$ cat src/rtl/tssa_pkg.sv
// tssa_pkg: shared constants for the two-stacks-in-one-store core.
// Holds opcode and status codes, field widths and parameter defaults.
// No dependencies.
`timescale 1ns / 1ps

package tssa_pkg;

  // Parameter defaults
  localparam int unsigned DepthDef = 16;
  localparam int unsigned WidthDef = 32;

  // Field widths of the item and result ports
  localparam int unsigned OpW   = 3;
  localparam int unsigned ValW  = 32;
  localparam int unsigned SizeW = 5;
  localparam int unsigned StatW = 2;

  // Opcodes; any other value acts as report only
  localparam logic [OpW-1:0] OP_PUSH_FIRST  = 3'd0;
  localparam logic [OpW-1:0] OP_PUSH_SECOND = 3'd1;
  localparam logic [OpW-1:0] OP_POP_FIRST   = 3'd2;
  localparam logic [OpW-1:0] OP_POP_SECOND  = 3'd3;
  localparam logic [OpW-1:0] OP_REPORT      = 3'd4;

  // Status codes
  localparam logic [StatW-1:0] ST_DONE   = 2'd0;
  localparam logic [StatW-1:0] ST_FULL   = 2'd1;
  localparam logic [StatW-1:0] ST_EMPTY  = 2'd2;
  localparam logic [StatW-1:0] ST_UNUSED = 2'd3;

endpackage

$ cat src/rtl/tssa_ram.sv
// tssa_ram: single-write, single-read synchronous store with registered read data.
// Holds the entries of both stacks. Depends on nothing.
`timescale 1ns / 1ps

module tssa_ram #(
  parameter int unsigned DEPTH = 16,
  parameter int unsigned DW    = 32,
  localparam int unsigned AW   = $clog2(DEPTH)
) (
  input  logic          clk_i,
  input  logic          we_i,
  input  logic [AW-1:0] waddr_i,
  input  logic [DW-1:0] wdata_i,
  input  logic          re_i,
  input  logic [AW-1:0] raddr_i,
  output logic [DW-1:0] rdata_o
);

  logic [DW-1:0] mem_q [DEPTH];
  logic [DW-1:0] rdata_q;

  // Write one entry
  always_ff @(posedge clk_i) begin
    if (we_i) begin
      mem_q[waddr_i] <= wdata_i;
    end
  end

  // Register the read data
  always_ff @(posedge clk_i) begin
    if (re_i) begin
      rdata_q <= mem_q[raddr_i];
    end
  end

  assign rdata_o = rdata_q;

endmodule

$ cat src/rtl/two_stacks_shared_array_core.sv
// two_stacks_shared_array_core: two LIFO stacks in one store, first grows up, second down.
// Depends on tssa_pkg and tssa_ram.
//
//   channel | ports                                   | handshake
//   --------+-----------------------------------------+--------------------------
//   item    | opcode_i, push_value_i                  | start high, busy low
//   result  | first_top_o, second_top_o, first_size_o,| done_o strobe, one cycle
//           | second_size_o, status_o                 |
//
// For a push, a refused push, an empty pop, a pop that empties its stack and a report,
// done_o rises the cycle after the item is taken and busy stays low.
// A pop that leaves its stack non-empty goes through S_READ: the new top comes from one
// read of the registered store port; busy is high in S_READ and done_o rises the cycle after.
// Reset empties both stacks; the store itself is not cleared, only written entries are read.
// The receiver cannot stall: done_o marks each result for exactly one cycle.
`timescale 1ns / 1ps

module two_stacks_shared_array_core #(
  parameter int unsigned DEPTH = tssa_pkg::DepthDef,
  parameter int unsigned WIDTH = tssa_pkg::WidthDef
) (
  input  logic                         clk_i,
  input  logic                         rst_ni,
  input  logic                         start,
  output logic                         busy,
  input  logic [tssa_pkg::OpW-1:0]     opcode_i,
  input  logic [tssa_pkg::ValW-1:0]    push_value_i,
  output logic                         done_o,
  output logic [tssa_pkg::ValW-1:0]    first_top_o,
  output logic [tssa_pkg::ValW-1:0]    second_top_o,
  output logic [tssa_pkg::SizeW-1:0]   first_size_o,
  output logic [tssa_pkg::SizeW-1:0]   second_size_o,
  output logic [tssa_pkg::StatW-1:0]   status_o
);

  localparam int unsigned DW = (WIDTH < tssa_pkg::ValW) ? WIDTH : tssa_pkg::ValW;
  localparam int unsigned AW = $clog2(DEPTH);
  localparam int unsigned CW = $clog2(DEPTH + 1);

  typedef enum logic {
    S_IDLE,
    S_READ
  } state_e;

  state_e                      state_q, state_d;
  logic [CW-1:0]               cnt1_q, cnt1_d, cnt2_q, cnt2_d;
  logic [DW-1:0]               top1_q, top1_d, top2_q, top2_d;
  logic                        sel2_q, sel2_d;
  logic                        done_q, done_d;
  logic [tssa_pkg::StatW-1:0]  stat_q, stat_d;

  logic                        accept;
  logic                        full;
  logic [CW:0]                 total;
  logic [DW-1:0]               val;
  logic                        we, re;
  logic [AW-1:0]               waddr, raddr;
  logic [DW-1:0]               rdata;

  assign accept = start && (state_q == S_IDLE);
  assign total  = {1'b0, cnt1_q} + {1'b0, cnt2_q};
  assign full   = (total >= (CW + 1)'(DEPTH));
  assign val    = push_value_i[DW-1:0];

  // Decode the item, move at most one pointer, pick the store access
  always_comb begin
    state_d = state_q;
    cnt1_d  = cnt1_q;
    cnt2_d  = cnt2_q;
    top1_d  = top1_q;
    top2_d  = top2_q;
    sel2_d  = sel2_q;
    done_d  = 1'b0;
    stat_d  = stat_q;
    we      = 1'b0;
    re      = 1'b0;
    waddr   = cnt1_q[AW-1:0];
    raddr   = AW'(cnt1_q - CW'(2));
    case (state_q)
      S_IDLE: begin
        if (start) begin
          stat_d = tssa_pkg::ST_DONE;
          done_d = 1'b1;
          case (opcode_i)
            tssa_pkg::OP_PUSH_FIRST: begin
              if (full) begin
                stat_d = tssa_pkg::ST_FULL;
              end else begin
                we     = 1'b1;
                waddr  = cnt1_q[AW-1:0];
                cnt1_d = cnt1_q + CW'(1);
                top1_d = val;
              end
            end
            tssa_pkg::OP_PUSH_SECOND: begin
              if (full) begin
                stat_d = tssa_pkg::ST_FULL;
              end else begin
                we     = 1'b1;
                waddr  = AW'(CW'(DEPTH - 1) - cnt2_q);
                cnt2_d = cnt2_q + CW'(1);
                top2_d = val;
              end
            end
            tssa_pkg::OP_POP_FIRST: begin
              if (cnt1_q == '0) begin
                stat_d = tssa_pkg::ST_EMPTY;
              end else begin
                cnt1_d = cnt1_q - CW'(1);
                if (cnt1_q == CW'(1)) begin
                  top1_d = '0;
                end else begin
                  // fetch the entry below the old top
                  re      = 1'b1;
                  raddr   = AW'(cnt1_q - CW'(2));
                  sel2_d  = 1'b0;
                  done_d  = 1'b0;
                  state_d = S_READ;
                end
              end
            end
            tssa_pkg::OP_POP_SECOND: begin
              if (cnt2_q == '0) begin
                stat_d = tssa_pkg::ST_EMPTY;
              end else begin
                cnt2_d = cnt2_q - CW'(1);
                if (cnt2_q == CW'(1)) begin
                  top2_d = '0;
                end else begin
                  re      = 1'b1;
                  raddr   = AW'((CW'(DEPTH) - cnt2_q) + CW'(1));
                  sel2_d  = 1'b1;
                  done_d  = 1'b0;
                  state_d = S_READ;
                end
              end
            end
            default: begin
              // report only, unused codes too
            end
          endcase
        end
      end
      S_READ: begin
        if (sel2_q) begin
          top2_d = rdata;
        end else begin
          top1_d = rdata;
        end
        done_d  = 1'b1;
        state_d = S_IDLE;
      end
      default: begin
        state_d = S_IDLE;
      end
    endcase
  end

  // Hold state, counts, cached tops and the result strobe
  always_ff @(posedge clk_i or negedge rst_ni) begin
    if (!rst_ni) begin
      state_q <= S_IDLE;
      cnt1_q  <= '0;
      cnt2_q  <= '0;
      top1_q  <= '0;
      top2_q  <= '0;
      sel2_q  <= 1'b0;
      done_q  <= 1'b0;
      stat_q  <= tssa_pkg::ST_DONE;
    end else begin
      state_q <= state_d;
      cnt1_q  <= cnt1_d;
      cnt2_q  <= cnt2_d;
      top1_q  <= top1_d;
      top2_q  <= top2_d;
      sel2_q  <= sel2_d;
      done_q  <= done_d;
      stat_q  <= stat_d;
    end
  end

  tssa_ram #(
    .DEPTH (DEPTH),
    .DW    (DW)
  ) u_ram (
    .clk_i   (clk_i),
    .we_i    (we && accept),
    .waddr_i (waddr),
    .wdata_i (val),
    .re_i    (re && accept),
    .raddr_i (raddr),
    .rdata_o (rdata)
  );

  assign busy          = (state_q == S_READ);
  assign done_o        = done_q;
  assign first_top_o   = tssa_pkg::ValW'(top1_q);
  assign second_top_o  = tssa_pkg::ValW'(top2_q);
  assign first_size_o  = tssa_pkg::SizeW'(cnt1_q);
  assign second_size_o = tssa_pkg::SizeW'(cnt2_q);
  assign status_o      = stat_q;

endmodule

$ cat config.mk
export PLATFORM = sky130hd
export DESIGN_NAME = two_stacks_shared_array_core
export DESIGN_NICKNAME = d
export VERILOG_FILES = /design/src/rtl/tssa_pkg.sv /design/src/rtl/tssa_ram.sv /design/src/rtl/two_stacks_shared_array_core.sv
export SDC_FILE = /design/constraint.sdc
export NUM_CORES = 1
export LEC_CHECK = 0
export ABC_AREA = 1
export BUFFER_PORTS_ARGS = -buffer_cell sky130_fd_sc_hd__buf_4
export CELL_PAD_IN_SITES_DETAIL_PLACEMENT = 0
export CELL_PAD_IN_SITES_GLOBAL_PLACEMENT = 2
export CORE_MARGIN = 2
export CORE_UTILIZATION = 44
export DETAILED_ROUTE_END_ITERATION = 16
export GPL_ROUTABILITY_DRIVEN = 1
export PLACE_DENSITY_LB_ADDON = 0.1
export SKIP_LAST_GASP = 1
export SLEW_MARGIN = 20
export SYNTH_ARGS = -nofsm -noshare
export SYNTH_HDL_FRONTEND = slang
export SYNTH_SLANG_ARGS = --single-unit
$ cat constraint.sdc
create_clock -name clk_i -period 9.4 [get_ports clk_i]
set_clock_uncertainty 0.15 [all_clocks]
set_input_delay 0 -clock clk_i [delete_from_list [all_inputs] [get_ports clk_i]]
set_output_delay 0 -clock clk_i [all_outputs]
set_load 0.005 [all_outputs]
# == Word level (Yosys, flattened, before mapping) ==
# Memories as Yosys holds them, arrays and structs flattened. A register that Yosys moved wholly into a read port is not among the register bits.
# Index checks and enable logic that the tools add are counted.
# totals
latchBits,0
inputBits,38
wordCells,116
ramBits,512
output_inout_bits,78
reg_bits,79
mem_count,1
romBits,0
# op_classes
eq_ne,22
bitwise,1
magnitude_cmp,1
reduce_logical,16
multipliers,0
muxes,58
shifts,0
addsub,9
div_mod_pow,0
# memory_table
name,depth,width,rd,rd_ports_with_merged_regs,write_ports,line,rtl
u_ram.mem_q,16,32,1,1,1,tssa_ram.sv:19,logic [DW-1:0] mem_q [DEPTH];
# ops
cell,count
$mux W32,9
$pmux W32 S2,4
$mux W4,9
$mux W1,22
$mux W5,4
$pmux W5 S2,2
$ne A3 B3 Y1 const B,6
$ne A2 B2 Y1 const B,8
$reduce_and A6 Y1,2
$add A5 B1 Y5 const B,2
$eq A5 B1 Y1 const B,2
$logic_not A5 Y1,2
$pmux W1 S2,5
$reduce_and A5 Y1,2
$sub A5 B1 Y5 const B,2
$reduce_and A7 Y1,1
$add A5 B5 Y6,1
$eq A3 B2 Y1 const B,2
$ge A6 B5 Y1 const B,1
$ne A3 B1 Y1 const B,2
$pmux W2 S3,1
$reduce_bool A2 Y1,3
$add A4 B1 Y4 const B,1
$mux W2,2
other kinds (10),12

# == Logic depth before layout (Yosys ltp) ==
# logic_depth
ltp_word,9
ltp_mapped,14
depth_no_buf,13

# == By module ==
# From an unflattened synthesis, not the netlist that was laid out.
# unflattened
cells_unflattened,2742
hier_area_um2,27710.3
# modules_own_cells
mod,n_inst,seq_area_each_um2,area_per_inst_um2,cells_each
tssa_ram,1,16335.7,23050.9,2120
two_stacks_shared_array_core,1,1976.9,4659.5,622

# == Worst setup path before layout ==
# Ideal clock, no wire load.
# synth_timing
path_type,flip-flop to flip-flop
start,"reg cnt2_q[4], in the netlist second_size_o[4]"
end,mem u_ram.mem_q[10][0] (enable)
path_buffers,0
synth_period_minus_slack_ns,3.774
arrival_ns,3.203
path_stages_with_launch,8
required_time_ns,8.829
setup_slack_ns,5.626
setup_ns,0.421
cell_sequence,dfrtp_1 ha_1 or3_1 a21oi_1 nand3_2 o21ai_0 nand3_1 nor2_1
# synth_via
elab_chain_len,9
word_cells_on_any_way,13
cone_classes,1 x add/sub; 1 x order compare; 10 x mux; 1 x reduce/logical
# synth_lines
element,line,rtl
"start, declared",two_stacks_shared_array_core.sv:46,"logic [CW-1:0] cnt1_q, cnt1_d, cnt2_q, cnt2_d;"
"start signal, assigned",two_stacks_shared_array_core.sv:173,cnt2_q <= cnt2_d;
$add A5 B5 Y6 *,two_stacks_shared_array_core.sv:61,"assign total = {1'b0, cnt1_q} + {1'b0, cnt2_q};"
$ge A6 B5 Y1 *,two_stacks_shared_array_core.sv:62,assign full = (total >= (CW + 1)'(DEPTH));
$mux W1,"two_stacks_shared_array_core.sv:86, two_stacks_shared_array_core.sv:96",
$mux W1,--,
$mux W1,two_stacks_shared_array_core.sv:81,if (start) begin
$mux W1,two_stacks_shared_array_core.sv:79,case (state_q)
$logic_and A1 B1 Y1,two_stacks_shared_array_core.sv:187,".we_i (we && accept),"
$mux W1,tssa_ram.sv:24,if (we_i) begin
$mux W1 (not written as such),tssa_ram.sv:25,mem_q[waddr_i] <= wdata_i;
"end, declared",tssa_ram.sv:19,
# Every way passes the cells marked *; elsewhere a longest branch is shown, timed or not.

# == Worst setup path in the final report ==
# layout_timing
start,"reg cnt2_q[0], in the netlist second_size_o[0]"
end,"reg u_ram.rdata_q[31], in the netlist u_ram.rdata_o[31], read port of u_ram.mem_q (data pin)"
# layout_via
elab_chain_len,7
word_cells_on_any_way,15
cone_classes,2 x add/sub; 1 x eq/ne; 10 x mux; 2 x reduce/logical
# layout_lines
element,line,rtl
$sub A1 B4 Y4 / $eq A5 B1 Y1 (equally long branches),"two_stacks_shared_array_core.sv:131, two_stacks_shared_array_core.sv:127",
$add A4 B1 Y4 / $mux W1 (equally long branches),"two_stacks_shared_array_core.sv:131, two_stacks_shared_array_core.sv:127",
$mux W4 / $mux W1 (equally long branches),"two_stacks_shared_array_core.sv:127, two_stacks_shared_array_core.sv:123",
$mux W4 / $pmux W1 S2 (equally long branches),"two_stacks_shared_array_core.sv:123, two_stacks_shared_array_core.sv:84",
$mux W4 / $mux W1 (equally long branches),--,
$mux W4 / $mux W1 (equally long branches),"two_stacks_shared_array_core.sv:81, two_stacks_shared_array_core.sv:79",
$mux W4 / $logic_and A1 B1 Y1 (equally long branches),"two_stacks_shared_array_core.sv:79, two_stacks_shared_array_core.sv:190",
"end, declared",tssa_ram.sv:20,logic [DW-1:0] rdata_q;
# Parallel ways exist; a longest one is shown, timed or not.
# A chain may end at the register's enable or synchronous reset.

==> results.yml <==
floorplan:
  rows: 92
  io-pin-count: 116
  design.die.area_sq_mm: 0.0655
  die_w_microns: 256
  die-height_microns: 256
  core_sq_mm: 0.0629
  start_util_pct: 44.4
clock_network:
  numClockSinks: 623
  cts_resized: 0
  clock_latency_ns: 0.61
  cts_setup_buffers: 0
  clkTransAtPathRegs_ns: 0.06
  cts_buffers: 71
  h-tree-depth: 3
  cts_buffer_depth: 3
  cts_tree: "built"
  root_buffer: "clkbuf_16"
final_layout:
  synthToLayoutAreaGrowth_pct: 15.1
  layout-drive-gt1-share_pct: 10.1
  fin_util_pct: 51.1
  register_area_sq_mm: 0.0183
  multi_input_area_sq_mm: 0.00725
  fill_cells: 5794
  nets: 2876
route:
  wl_microns: 85400
  vias: 19700
  drt_first_pass_iters: 6
  wire_per_inst_microns: 22.9
  drt_iter0_drc: 1818
  antenna_left: 0
  drc: 0
  viasPerCell: 5.29
place:
  dp_hpwl_microns: 45600
  finalWeightedCongestion: 0.777
  port_buffers: 115
critical_path:
  cp_cell_sequence: "inv_1 > ha_1 > o211ai_4 > nand3_4 > o21ai_4 > buf_4 > buf_4 > nand3_1 > nand3_1 > nand3_1 > nand2_1"
  crit_path_max_fanout: 72
  start_kind: "flop"
  r2r_slack_ns: 4.93
  cpPeakStageDelay_ns: 0.93
  setup.worst_path.class: "reg -> reg"
  crit_slowest_cell: "buf_4"
  crit_top_cell: "nand3_1"
  worstPathArrival_ns: 4.75
  required_ns: 9.68
  end_kind: "flop"
sta:
  slew_viol_final: 0
  setup_viol: 0
  slew_headroom_pct: 26.7
  fmax_mhz: 224
  period_minus_slack_ns: 4.47
  timing.hold.ws_ns: -0.00251
  tightest_slew_ns: 1.10
  rsz0062_at_grt: "false"
  fin_tns_setup_ns: 0
  post-route-period-util_pct: 47.5
  hold_viol_final: 2
global_route:
  grt_util_all_layers_pct: 26.2
  grt_pass1_vias: 19300
  grt_pass1_wl_microns: 127000
  overflow: 0
  grt_start_max_net_pins: 88
  antenna_found_initial: 2
power:
  power_leakage_nw: 13.8
  seqPwrFrac_pct: 36.7
  switchingPower_mw: 3.59
  power_density_mw_per_mm2: 293
  p_int_mw: 5.81
  ir_drop_mv: 0.215
  clkPwrFrac_pct: 27.2
  combPwrFrac_pct: 36.1
  switching_share_pct: 38.2
yosys:
  ys_seq_elements: 623
  ys_top_cells_by_area: "edfxtp_1, nand3_1, nand2_1"
  synth_top_cell_by_area: "edfxtp_1"
  synth_edf_count: 544
  ys_types: 34
  netlist.area_leader.share_pct: 58.5
  synth_common_cells: "nand2_1, nand3_1, edfxtp_1, inv_1, nand3b_1"
  syn_nets: 2759
  async_flop_share_pct: 12.7
  synth_area_per_cell_sq_um: 10.3
  ys_warn_count: 0
  syn_area_sq_mm: 0.0279
  synthFlopType: "edfxtp_1"
  synth_most_common_cell: "nand2_1"
  yosysSeqAreaShare_pct: 65.6
  synth_cells: 2704
run:
  maxCapViolations: 0
status:
  violations: "hold timing"
  status: "complete, but fails checks"
min_path:
  min_path_type: "in -> async"
[per-layer routing]
| layer | wire length, microns | global-route usage [%] | vias up |
|---|---|---|---|
| li1 | - | - | 9242 |
| met1 | 37600 | 36.8 | 9638 |
| met2 | 39300 | 41.5 | 677 |
| met3 | 6180 | 4.46 | 149 |
| met4 | 2330 | 8.58 | 0 |
| met5 | 0 | 0 | - |
[kinds of logic (layout without fill, tap and decap cells)]
kind of cell    after synthesis  in the layout  share of synthesized area [%]
xor+xnor                      9              9                          0.282
simple gates               1325           1325                           22.0
buf+inv                     635            809                           9.19
other cells                   0              1                              0
flops                       623            623                           65.6
fa+ha+maj                    17             17                          0.762
compound gates               95             95                           2.12
[power by group through the flow]
| stage | Sequential (mW) | Clock (mW) | Combinational, mW |
|---|---|---|---|
| CTS | 3.45 | 2.61 | 3.42 |
| detailed placement | 3.50 | 0 | 3.39 |
| global placement | 3.50 | 0 | 3.37 |
| finish | 3.45 | 2.56 | 3.40 |
| floorplan | 3.47 | 0 | 2.12 |
| global route | 3.47 | 2.72 | 3.76 |
[state kept, by name, indices dropped and copies added (netlist names)]
| register | count |
|---|---|
| busy | 1 |
| u_ram.rdata_o | 32 |
| first_top_o | 32 |
| second_top_o | 32 |
| done_o | 1 |
| first_size_o | 5 |
| status_o | 2 |
| u_ram.mem_q | 512 |
| second_size_o | 5 |
| sel2_q | 1 |
[layout make-up]
class	instances	area share, %
clock buffer	97	5.97
sequential	623	57.0
clock inverter	33	0.569
multi-input combinational	1446	22.6
inverter	480	5.61
timing repair buffer	199	4.95
antenna	1	0.00779
tap	846	3.30
[worst max-delay path, delay by kind of cell, from the launching register on]
family	cells	cell delay, ns
AO/OA/AOI/OAI	2	0.50
adder cells (fa/ha/maj)	1	0.30
buffers and inverters	3	1.87
flip-flops	1	0.57
AND/OR/NAND/NOR	5	0.83
[worst paths after layout]
check	start	endpoint	cells after the start
setup / recovery	second_size_o[0]	u_ram.rdata_o[31]	11
hold / removal	rst_ni	status_o[0]	3
setup reg to reg	second_size_o[0]	u_ram.rdata_o[31]	11
hold reg to reg	status_o[1]	status_o[1]	2
max in group asynchronous	rst_ni	first_top_o[26]	3
min in group clk_i	start	done_o	4
[metrics by stage]
stage / instance area (sq um) / instances / power [mW] / hold WS [ns] / setup WS [ns]
after floorplan: 27900 / 2704 / 5.59 / -0.446 / 5.63
after global placement: 29600 / 3555 / 6.87 / -0.304 / 5.08
after detailed placement: 29600 / 3555 / 6.90 / -0.306 / 4.96
after CTS: 32100 / 3724 / 9.48 / 0.0237 / 4.94
after global routing: 32100 / 3725 / 9.95 / 0.0888 / 4.68
final: 32100 / 3725 / 9.40 / -0.00251 / 4.93
[cells in the final DEF, fill, tap and decap left out, drive strengths merged]
| cell type | count |
|---|---|
| dlygate4sd3 | 39 |
| or3 | 1 |
| nand2 | 597 |
| nand3 | 593 |
| ha | 17 |
| o21a | 1 |
| bufinv | 1 |
| dfrtp | 79 |
| a21oi | 5 |
| o211ai | 3 |
| xor2 | 9 |
| nor2 | 34 |
| a21o | 1 |
| edfxtp | 544 |
| nand4 | 4 |
| o211a | 1 |
| o22ai | 65 |
| clkinv | 28 |
| clkbuf | 97 |
| inv | 484 |
| diode | 1 |
| buf | 160 |
| o21ai | 19 |
| nand3b | 96 |
[what timing repair did]
action,4_1_cts,5_1_grt
hold buffers,39,0
setup endpoints to repair,0,0
endpoints found under the hold margin,667,0
(Power assumes the default switching activity.)
